===== src/rtl/core/cmm_pkg.sv =====
// ----------------------------------------------------------------------------
// cmm_pkg: shared types and calendar helpers for the cron minute walker
// Holds the broken-down time record, the schedule register set, the
// register index codes and the Gregorian month-length function.
// ----------------------------------------------------------------------------
package cmm_pkg;

  localparam int unsigned MinuteW  = 6;
  localparam int unsigned HourW    = 5;
  localparam int unsigned DayW     = 5;
  localparam int unsigned MonthW   = 4;
  localparam int unsigned YearW    = 12;
  localparam int unsigned WeekdayW = 3;

  localparam logic [MinuteW-1:0]  MinuteLast  = 6'd59;
  localparam logic [HourW-1:0]    HourLast    = 5'd23;
  localparam logic [MonthW-1:0]   MonthLast   = 4'd12;
  localparam logic [YearW-1:0]    YearFirst   = 12'd1970;
  localparam logic [YearW-1:0]    YearLast    = 12'd4095;
  localparam logic [WeekdayW-1:0] WeekdayLast = 3'd6;

  localparam int unsigned CfgIndexW = 3;
  localparam int unsigned CfgDataW  = 60;

  // Input beat: tdata carries the load time, tuser the function bit
  localparam int unsigned InDataW  = 40;
  localparam int unsigned OutDataW = 40;

  typedef enum logic [CfgIndexW-1:0] {
    CFG_MINUTE_MASK  = 3'd0,
    CFG_HOUR_MASK    = 3'd1,
    CFG_DAY_MASK     = 3'd2,
    CFG_MONTH_MASK   = 3'd3,
    CFG_WEEKDAY_MASK = 3'd4,
    CFG_DAY_RESTR    = 3'd5,
    CFG_WEEKDAY_RESTR = 3'd6
  } cfg_idx_e;

  typedef enum logic {
    FUNC_LOAD = 1'b0,
    FUNC_TICK = 1'b1
  } func_e;

  typedef struct packed {
    logic [WeekdayW-1:0] weekday;
    logic [YearW-1:0]    year;
    logic [MonthW-1:0]   month;
    logic [DayW-1:0]     day;
    logic [HourW-1:0]    hour;
    logic [MinuteW-1:0]  minute;
  } cal_t;

  typedef struct packed {
    logic [59:0] minute_mask;
    logic [23:0] hour_mask;
    logic [30:0] day_mask;
    logic [11:0] month_mask;
    logic [6:0]  weekday_mask;
    logic        day_restricted;
    logic        weekday_restricted;
  } sched_cfg_t;

  // Status of the beat held between the calendar and the result register
  typedef struct packed {
    logic valid;
    logic bad;
  } stage_t;

  localparam cal_t CalReset = '{
    weekday: 3'd4,
    year:    12'd1970,
    month:   4'd1,
    day:     5'd1,
    hour:    5'd0,
    minute:  6'd0
  };

  // Century years of the usable range; a century is a leap year only when
  // it is also a multiple of four hundred (its low four bits are zero then,
  // since every century here is a multiple of four and of twenty-five).
  function automatic logic is_leap(input logic [YearW-1:0] year);
    logic century;
    century = 1'b0;
    for (int k = 17; k <= 40; k++) begin
      if (year == YearW'(k * 100)) begin
        century = 1'b1;
      end
    end
    if (year[1:0] != 2'd0) begin
      return 1'b0;
    end
    if (century) begin
      return (year[3:0] == 4'd0);
    end
    return 1'b1;
  endfunction

  function automatic logic [DayW-1:0] days_in(input logic [MonthW-1:0] month,
                                              input logic [YearW-1:0]  year);
    logic [DayW-1:0] days;
    case (month) inside
      4'd4, 4'd6, 4'd9, 4'd11: days = 5'd30;
      4'd2:                    days = is_leap(year) ? 5'd29 : 5'd28;
      default:                 days = 5'd31;
    endcase
    return days;
  endfunction

endpackage


===== src/rtl/core/cmm_cfg_regs.sv =====
// ----------------------------------------------------------------------------
// cmm_cfg_regs: schedule register file
// Takes indexed writes and keeps the five masks and two restriction flags.
// ----------------------------------------------------------------------------
module cmm_cfg_regs (
  input  logic                           clk_i,
  input  logic                           rst_ni,
  input  logic                           cfg_valid_i,
  output logic                           cfg_ready_o,
  input  logic [cmm_pkg::CfgIndexW-1:0]  cfg_index_i,
  input  logic [cmm_pkg::CfgDataW-1:0]   cfg_data_i,
  output cmm_pkg::sched_cfg_t            cfg_o
);

  cmm_pkg::sched_cfg_t cfg_q, cfg_d;

  assign cfg_ready_o = 1'b1;

  always_comb begin
    cfg_d = cfg_q;
    if (cfg_valid_i) begin
      unique case (cmm_pkg::cfg_idx_e'(cfg_index_i))
        cmm_pkg::CFG_MINUTE_MASK:   cfg_d.minute_mask        = cfg_data_i[59:0];
        cmm_pkg::CFG_HOUR_MASK:     cfg_d.hour_mask          = cfg_data_i[23:0];
        cmm_pkg::CFG_DAY_MASK:      cfg_d.day_mask           = cfg_data_i[30:0];
        cmm_pkg::CFG_MONTH_MASK:    cfg_d.month_mask         = cfg_data_i[11:0];
        cmm_pkg::CFG_WEEKDAY_MASK:  cfg_d.weekday_mask       = cfg_data_i[6:0];
        cmm_pkg::CFG_DAY_RESTR:     cfg_d.day_restricted     = cfg_data_i[0];
        cmm_pkg::CFG_WEEKDAY_RESTR: cfg_d.weekday_restricted = cfg_data_i[0];
        default: ;  // drop writes beyond the register list
      endcase
    end
  end

  always_ff @(posedge clk_i or negedge rst_ni) begin
    if (!rst_ni) begin
      cfg_q <= '0;
    end else begin
      cfg_q <= cfg_d;
    end
  end

  assign cfg_o = cfg_q;

endmodule


===== src/rtl/core/cmm_calendar.sv =====
// ----------------------------------------------------------------------------
// cmm_calendar: kept time and one-minute step
// Validates a load beat or advances the kept time by a minute on a tick,
// and flags a rejected load for the result stage.
// ----------------------------------------------------------------------------
module cmm_calendar (
  input  logic          clk_i,
  input  logic          rst_ni,
  input  logic          take_i,
  input  logic          func_i,
  input  cmm_pkg::cal_t set_i,
  output cmm_pkg::cal_t cal_o,
  output logic          bad_o
);

  cmm_pkg::cal_t cal_q, cal_d, tick_cal;
  logic          bad_q, bad_d;
  logic          load_ok;
  logic          min_wrap, hour_wrap, day_wrap, month_wrap;

  // Load checks: every field in range and the day within the month
  assign load_ok = (set_i.minute <= cmm_pkg::MinuteLast)
                && (set_i.hour <= cmm_pkg::HourLast)
                && (set_i.day != '0)
                && (set_i.month != '0)
                && (set_i.month <= cmm_pkg::MonthLast)
                && (set_i.year >= cmm_pkg::YearFirst)
                && (set_i.weekday <= cmm_pkg::WeekdayLast)
                && (set_i.day <= cmm_pkg::days_in(set_i.month, set_i.year));

  assign min_wrap   = (cal_q.minute == cmm_pkg::MinuteLast);
  assign hour_wrap  = min_wrap && (cal_q.hour == cmm_pkg::HourLast);
  assign day_wrap   = hour_wrap
                   && (cal_q.day >= cmm_pkg::days_in(cal_q.month, cal_q.year));
  assign month_wrap = day_wrap && (cal_q.month == cmm_pkg::MonthLast);

  always_comb begin
    tick_cal = cal_q;
    tick_cal.minute = min_wrap ? '0 : cal_q.minute + 6'd1;
    if (min_wrap) begin
      tick_cal.hour = hour_wrap ? '0 : cal_q.hour + 5'd1;
    end
    if (hour_wrap) begin
      tick_cal.weekday = (cal_q.weekday == cmm_pkg::WeekdayLast) ? '0
                                                                 : cal_q.weekday + 3'd1;
      tick_cal.day     = day_wrap ? 5'd1 : cal_q.day + 5'd1;
    end
    if (day_wrap) begin
      tick_cal.month = month_wrap ? 4'd1 : cal_q.month + 4'd1;
    end
    if (month_wrap) begin
      // wrap back to the first year past the top of the range
      tick_cal.year = (cal_q.year == cmm_pkg::YearLast) ? cmm_pkg::YearFirst
                                                       : cal_q.year + 12'd1;
    end
  end

  always_comb begin
    cal_d = cal_q;
    bad_d = bad_q;
    if (take_i) begin
      bad_d = 1'b0;
      if (func_i == cmm_pkg::FUNC_TICK) begin
        cal_d = tick_cal;
      end else if (load_ok) begin
        cal_d = set_i;
      end else begin
        bad_d = 1'b1;
      end
    end
  end

  always_ff @(posedge clk_i or negedge rst_ni) begin
    if (!rst_ni) begin
      cal_q <= cmm_pkg::CalReset;
      bad_q <= 1'b0;
    end else begin
      cal_q <= cal_d;
      bad_q <= bad_d;
    end
  end

  assign cal_o = cal_q;
  assign bad_o = bad_q;

endmodule


===== src/rtl/core/cmm_match_stage.sv =====
// ----------------------------------------------------------------------------
// cmm_match_stage: schedule test and result register
// Tests the kept time against the masks and holds the result beat until
// the downstream side takes it.
// ----------------------------------------------------------------------------
module cmm_match_stage (
  input  logic                         clk_i,
  input  logic                         rst_ni,
  input  cmm_pkg::sched_cfg_t          cfg_i,
  input  cmm_pkg::stage_t              stage_i,
  input  cmm_pkg::cal_t                cal_i,
  output logic                         load_o,
  output logic                         out_valid_o,
  input  logic                         out_ready_i,
  output logic [cmm_pkg::OutDataW-1:0] out_data_o
);

  logic                         valid_q, valid_d;
  logic [cmm_pkg::OutDataW-1:0] data_q, data_d;
  logic [4:0]                   day_idx;
  logic [3:0]                   month_idx;
  logic                         dom_ok, dow_ok, day_ok, match;

  assign day_idx   = cal_i.day - 5'd1;
  assign month_idx = cal_i.month - 4'd1;

  assign dom_ok = cfg_i.day_mask[day_idx];
  assign dow_ok = cfg_i.weekday_mask[cal_i.weekday];
  // both day fields restricted: either one is enough
  assign day_ok = (cfg_i.day_restricted && cfg_i.weekday_restricted) ? (dom_ok || dow_ok)
                                                                     : (dom_ok && dow_ok);
  assign match  = cfg_i.minute_mask[cal_i.minute] && cfg_i.hour_mask[cal_i.hour]
               && cfg_i.month_mask[month_idx] && day_ok;

  assign load_o = stage_i.valid && (!valid_q || out_ready_i);

  always_comb begin
    valid_d = valid_q;
    data_d  = data_q;
    if (load_o) begin
      valid_d = 1'b1;
      data_d  = {3'b000, stage_i.bad, cal_i.weekday, cal_i.year, cal_i.month,
                 cal_i.day, cal_i.hour, cal_i.minute, match};
    end else if (out_ready_i) begin
      valid_d = 1'b0;
    end
  end

  always_ff @(posedge clk_i or negedge rst_ni) begin
    if (!rst_ni) begin
      valid_q <= 1'b0;
    end else begin
      valid_q <= valid_d;
    end
  end

  always_ff @(posedge clk_i) begin
    data_q <= data_d;
  end

  assign out_valid_o = valid_q;
  assign out_data_o  = data_q;

endmodule


===== src/rtl/core/cron_minute_match_walker_unit.sv =====
// ----------------------------------------------------------------------------
// cron_minute_match_walker_unit: one-minute cron walker with schedule test
// Throughput: one beat per cycle while m_axis keeps up; the calendar step
// and the mask test each sit between two registers, and the result register
// frees as it drains. Each beat goes through the calendar, then the result.
// Reset: kept time goes to Thursday 1 Jan 1970 00:00, masks and flags to
// zero, no result pending. Configuration is taken in any cycle.
// ----------------------------------------------------------------------------
module cron_minute_match_walker_unit (
  input  logic                          clk_i,
  input  logic                          rst_ni,
  // schedule registers
  input  logic                          cfg_valid_i,
  output logic                          cfg_ready_o,
  input  logic [cmm_pkg::CfgIndexW-1:0] cfg_index_i,
  input  logic [cmm_pkg::CfgDataW-1:0]  cfg_data_i,
  // input stream
  input  logic                          s_axis_tvalid_i,
  output logic                          s_axis_tready_o,
  // set_minute[5:0], set_hour[10:6], set_day[15:11], set_month[19:16],
  // set_year[31:20], set_weekday[34:32], zero fill [39:35]
  input  logic [cmm_pkg::InDataW-1:0]   s_axis_tdata_i,
  // func[0]
  input  logic                          s_axis_tuser_i,
  // result stream
  output logic                          m_axis_tvalid_o,
  input  logic                          m_axis_tready_i,
  // match[0], now_minute[6:1], now_hour[11:7], now_day[16:12],
  // now_month[20:17], now_year[32:21], now_weekday[35:33], bad_time[36],
  // zero fill [39:37]
  output logic [cmm_pkg::OutDataW-1:0]  m_axis_tdata_o
);

  cmm_pkg::sched_cfg_t cfg;
  cmm_pkg::cal_t       set_cal, cal;
  cmm_pkg::stage_t     stage;
  logic                stage_valid_q, stage_valid_d;
  logic                take, bad, res_load;

  assign set_cal = s_axis_tdata_i[34:0];

  // advance when the held beat moves on or nothing is held
  assign s_axis_tready_o = !stage_valid_q || res_load;
  assign take            = s_axis_tvalid_i && s_axis_tready_o;

  always_comb begin
    stage_valid_d = stage_valid_q;
    if (take) begin
      stage_valid_d = 1'b1;
    end else if (res_load) begin
      stage_valid_d = 1'b0;
    end
  end

  always_ff @(posedge clk_i or negedge rst_ni) begin
    if (!rst_ni) begin
      stage_valid_q <= 1'b0;
    end else begin
      stage_valid_q <= stage_valid_d;
    end
  end

  assign stage = '{valid: stage_valid_q, bad: bad};

  cmm_cfg_regs u_cfg_regs (
    .clk_i       (clk_i),
    .rst_ni      (rst_ni),
    .cfg_valid_i (cfg_valid_i),
    .cfg_ready_o (cfg_ready_o),
    .cfg_index_i (cfg_index_i),
    .cfg_data_i  (cfg_data_i),
    .cfg_o       (cfg)
  );

  cmm_calendar u_calendar (
    .clk_i  (clk_i),
    .rst_ni (rst_ni),
    .take_i (take),
    .func_i (s_axis_tuser_i),
    .set_i  (set_cal),
    .cal_o  (cal),
    .bad_o  (bad)
  );

  cmm_match_stage u_match_stage (
    .clk_i       (clk_i),
    .rst_ni      (rst_ni),
    .cfg_i       (cfg),
    .stage_i     (stage),
    .cal_i       (cal),
    .load_o      (res_load),
    .out_valid_o (m_axis_tvalid_o),
    .out_ready_i (m_axis_tready_i),
    .out_data_o  (m_axis_tdata_o)
  );

endmodule

===== config.mk =====
export PLATFORM = sky130hd
export DESIGN_NAME = cron_minute_match_walker_unit
export DESIGN_NICKNAME = d
export VERILOG_FILES = /design/src/rtl/core/cmm_pkg.sv /design/src/rtl/core/cmm_cfg_regs.sv /design/src/rtl/core/cmm_calendar.sv /design/src/rtl/core/cmm_match_stage.sv /design/src/rtl/core/cron_minute_match_walker_unit.sv
export SDC_FILE = /design/constraint.sdc
export NUM_CORES = 1
export LEC_CHECK = 0
export BUFFER_PORTS_ARGS = -buffer_cell sky130_fd_sc_hd__clkbuf_2
export CAP_MARGIN = 15
export CORE_UTILIZATION = 40
export CTS_CLUSTER_DIAMETER = 200
export DETAILED_ROUTE_END_ITERATION = 8
export PLACE_DENSITY = 0.65
export SLEW_MARGIN = 20
export SYNTH_ARGS = -nofsm -noshare
export SYNTH_HDL_FRONTEND = slang
export SYNTH_SLANG_ARGS = --single-unit

===== constraint.sdc =====
create_clock -name clk_i -period 4.23 [get_ports clk_i]
set_clock_uncertainty 0.1 [all_clocks]
set_input_delay 1.269 -clock clk_i [delete_from_list [all_inputs] [get_ports clk_i]]
set_output_delay 1.269 -clock clk_i [all_outputs]
set_load 0.03 [all_outputs]

==> results_dict.tcl <==
set metrics [dict create \
    ys_ff_latch 211 \
    worstSkewPairLatency_ns 0.53 \
    seqPwrFrac_pct 42.2 \
    p_int_uw 4860 \
    syn_avg_cell_area_um2 12.1 \
    met3_usage_pct 3.78 \
    grt_max_degree 72 \
    postCtsHoldBufs 0 \
    grt_use_met2_pct 33.3 \
    cp.required_ns 4.53 \
    busiest_layer "met2" \
    synth_cell_types 73 \
    synth-main-ff-cell "dfrtp_1" \
    grt_pass1_wl_mm 44.6 \
    synth_area_um2 10900 \
    whs_ns 0.372 \
    crit_path_max_incr_delay_ns 0.42 \
    grt_pass1_vias 7940 \
    setup_viol 0 \
    critPathBufInv 3 \
    end_kind "register" \
    first_pass_iters 5 \
    fmax_ghz 0.259 \
    syn_inst 900 \
    layout_commonest_cell "dfrtp_1" \
    dieArea_um2 28000 \
    antenna_cells 0 \
    drt_iter0_drc 768 \
    numCtsBuffers 23 \
    final_cell_mix "dfrtp_1, clkbuf_2, mux2_2, buf_4, o21ai_0" \
    io_buffers 142 \
    antenna_left 0 \
    fin_setup_tns_ns 0 \
    fin_nets 1185 \
    worstMarginPinSlew_ns 0.997 \
    drive_gt1_share_pct 40.4 \
    root_buffer "clkbuf_16" \
    cp-start-kind "input pin" \
    hold_viol 0 \
    sw_frac_of_total_pct 31.3 \
    die_h_um 167 \
    area_delta_synth_final_pct 19.9 \
    cellLeakagePower_uw 0.00546 \
    p_sw_uw 2220 \
    period_share_pct 91.4 \
    cp_slowest_cell "nor4bb_2" \
    path_clk_slew_ns 0.06 \
    path_delay_family "compound AO/OA/AOI/OAI gates" \
    place_hpwl_mm 19.9 \
    r2r_setup_slack_ns 0.38 \
    drv_slew 0 \
    initial_core_util_pct 40.6 \
    fin_ws_ns 0.364 \
    vias_per_cell 5.69 \
    clk_path_buf_depth 3 \
    drc 0 \
    p_clk_share_pct 30.4 \
    grt_overflow_total 0 \
    final_util_pct 48.7 \
    preCtsSetupSlack_ns -0.159 \
    cts_tree "done" \
    die_x_um 167 \
    rows 60 \
    groute.usage.overall_pct 20.3 \
    worst-setup-path-type "in -> reg" \
    routed_wirelength_mm 27.9 \
    comb_power_share_pct 27.4 \
    post-cts-setup-buffer-count 0 \
    crit_chain "clkbuf_2, nor4bb_2, a32oi_1, o22ai_1, a32oi_1, o211ai_1, a21oi_1, ha_1, nand2b_1, a221oi_1, a2111oi_4, buf_4, o21ai_1, buf_4, nor2_2, a221o_1" \
    cts.sinks 211 \
    cts_resized 0 \
    arrival_ns 4.17 \
    maxCapViolCount 0 \
    final.min_clock_period_ns 3.87 \
    antenna_found_initial 0 \
    wl_per_cell_um 19.7 \
    ys_warn_count 0 \
    htree_levels 1 \
    cp_max_fo 10 \
    grt_setup_unrepaired "no" \
    power.density_nw_per_um2 540 \
    synth_edf_count 37 \
    gp_congestion 0.879 \
    num_io_pins 152 \
    dr_total_vias 8073 \
    maxSlewHeadroom_pct 33.6 \
    synth-seq-area-share_pct 50.2 \
    core_area_um2 26900 \
    postSynth.asyncResetShare_pct 82.5 \
    hold_class "reg -> reg" \
    grt_util_met1_pct 28.0 \
    totalPowerFinal_uw 7070 \
    ir_drop_uv 362 \
    outcome "complete, no violations" \
]
==> logic make-up after synthesis <==
family / share of synthesized area, %
other: 0.0688
and+or+nand+nor: 10.9
buffers and inverters: 3.28
DFF: 50.2
AOI/OAI and AO/OA: 10.3
muxes: 23.3
adders and majority gates: 1.72
xor gates and xnor gates: 0.241
==> cells in the mapped netlist, drive strengths merged, types with 6 or more instances <==
library cell  number  share of area, %
dfrtp            164                38
mux2             139                14
clkbuf            46               1.6
o21ai             44               2.0
nand2             42               1.4
nor2              39               1.4
edfxtp            37                10
a21oi             34               1.6
mux4              34               7.0
nand3             28               1.3
buf               22               1.0
mux2i             21               1.9
nor3              21              0.96
inv               19              0.65
nor2b             16              0.92
ha                15               1.7
nand2b            12              0.69
a31oi             11              0.63
dfstp             10               2.4
nand4             10              0.57
nor3b             10              0.69
o31ai              9              0.66
nor4               8              0.46
o22ai              8              0.46
o211ai             7              0.53
o32ai              7              0.56
a211oi             6              0.41
and3               6              0.34
==> per-layer routing <==
layer / wire (µm) / part of all wire, %
met1: 12400 / 44
met2: 13400 / 48
met3: 1600 / 5.7
met4: 560 / 2.0
met5: 0 / 0
==> path summary, 6_finish.rpt <==
path	start	end	depth (start not counted)
worst max-delay path	s_axis_tdata_i[20]	u_calendar.cal_o[6]	16
worst min-delay path	u_calendar.bad_o	u_match_stage.out_data_o[36]	0
worst max register to register	u_calendar.cal_o[23]	u_calendar.cal_o[23]	14
worst min register to register	u_calendar.bad_o	u_match_stage.out_data_o[36]	0
max in group asynchronous	rst_ni	u_calendar.cal_o[25]	2
min in group asynchronous	rst_ni	u_cfg_regs.cfg_o[107]	1
==> sequential cells by signal, indices dropped and copies added, names as in the netlist <==
register / count
u_cfg_regs.cfg_o: 136
u_match_stage.out_data_o: 37
u_calendar.cal_o: 35
stage_valid_q: 1
u_calendar.bad_o: 1
u_match_stage.out_valid_o: 1
==> area by class of cell <==
type | instances | area (µm²)
Tap cell | 341 | 427
Clock inverter | 8 | 158
Clock buffer | 34 | 657
Fill cell | 2428 | 13800
Timing Repair Buffer | 202 | 1190
Sequential cell | 211 | 5480
Inverter | 19 | 71.3
Multi-Input combinational cell | 604 | 5110
==> worst reg2reg max path: stages (launching register included) <==
cell and delay, ns:
dfrtp_1 0.53, or3b_2 0.56, nor4b_1 0.35, a31o_2 0.16, a311oi_1 0.09, o211a_1 0.23, ha_1 0.26, nand2b_1 0.09
a21oi_1 0.13, nor4_1 0.47, mux2i_1 0.14, buf_4 0.18, buf_4 0.13, o31ai_1 0.20, o21ai_0 0.11
==> power by group through the flow <==
stage | sequential (µW) | clock [µW] | combinational (µW)
global placement | 3000 | 0 | 1910
floorplan | 2920 | 0 | 1390
finish | 2990 | 2150 | 1940
detailed placement | 3020 | 0 | 1940
global route | 3060 | 2290 | 2110
CTS | 2980 | 2210 | 1950
==> per-stage QoR <==
step,cell area (µm²),cells
after floorplan,10900,902
after global placement,12300,1377
after detailed placement,12300,1377
after CTS,13100,1419
after global routing,13100,1419
final,13100,1419
No activity file was read; power rests on OpenSTA's default activity.
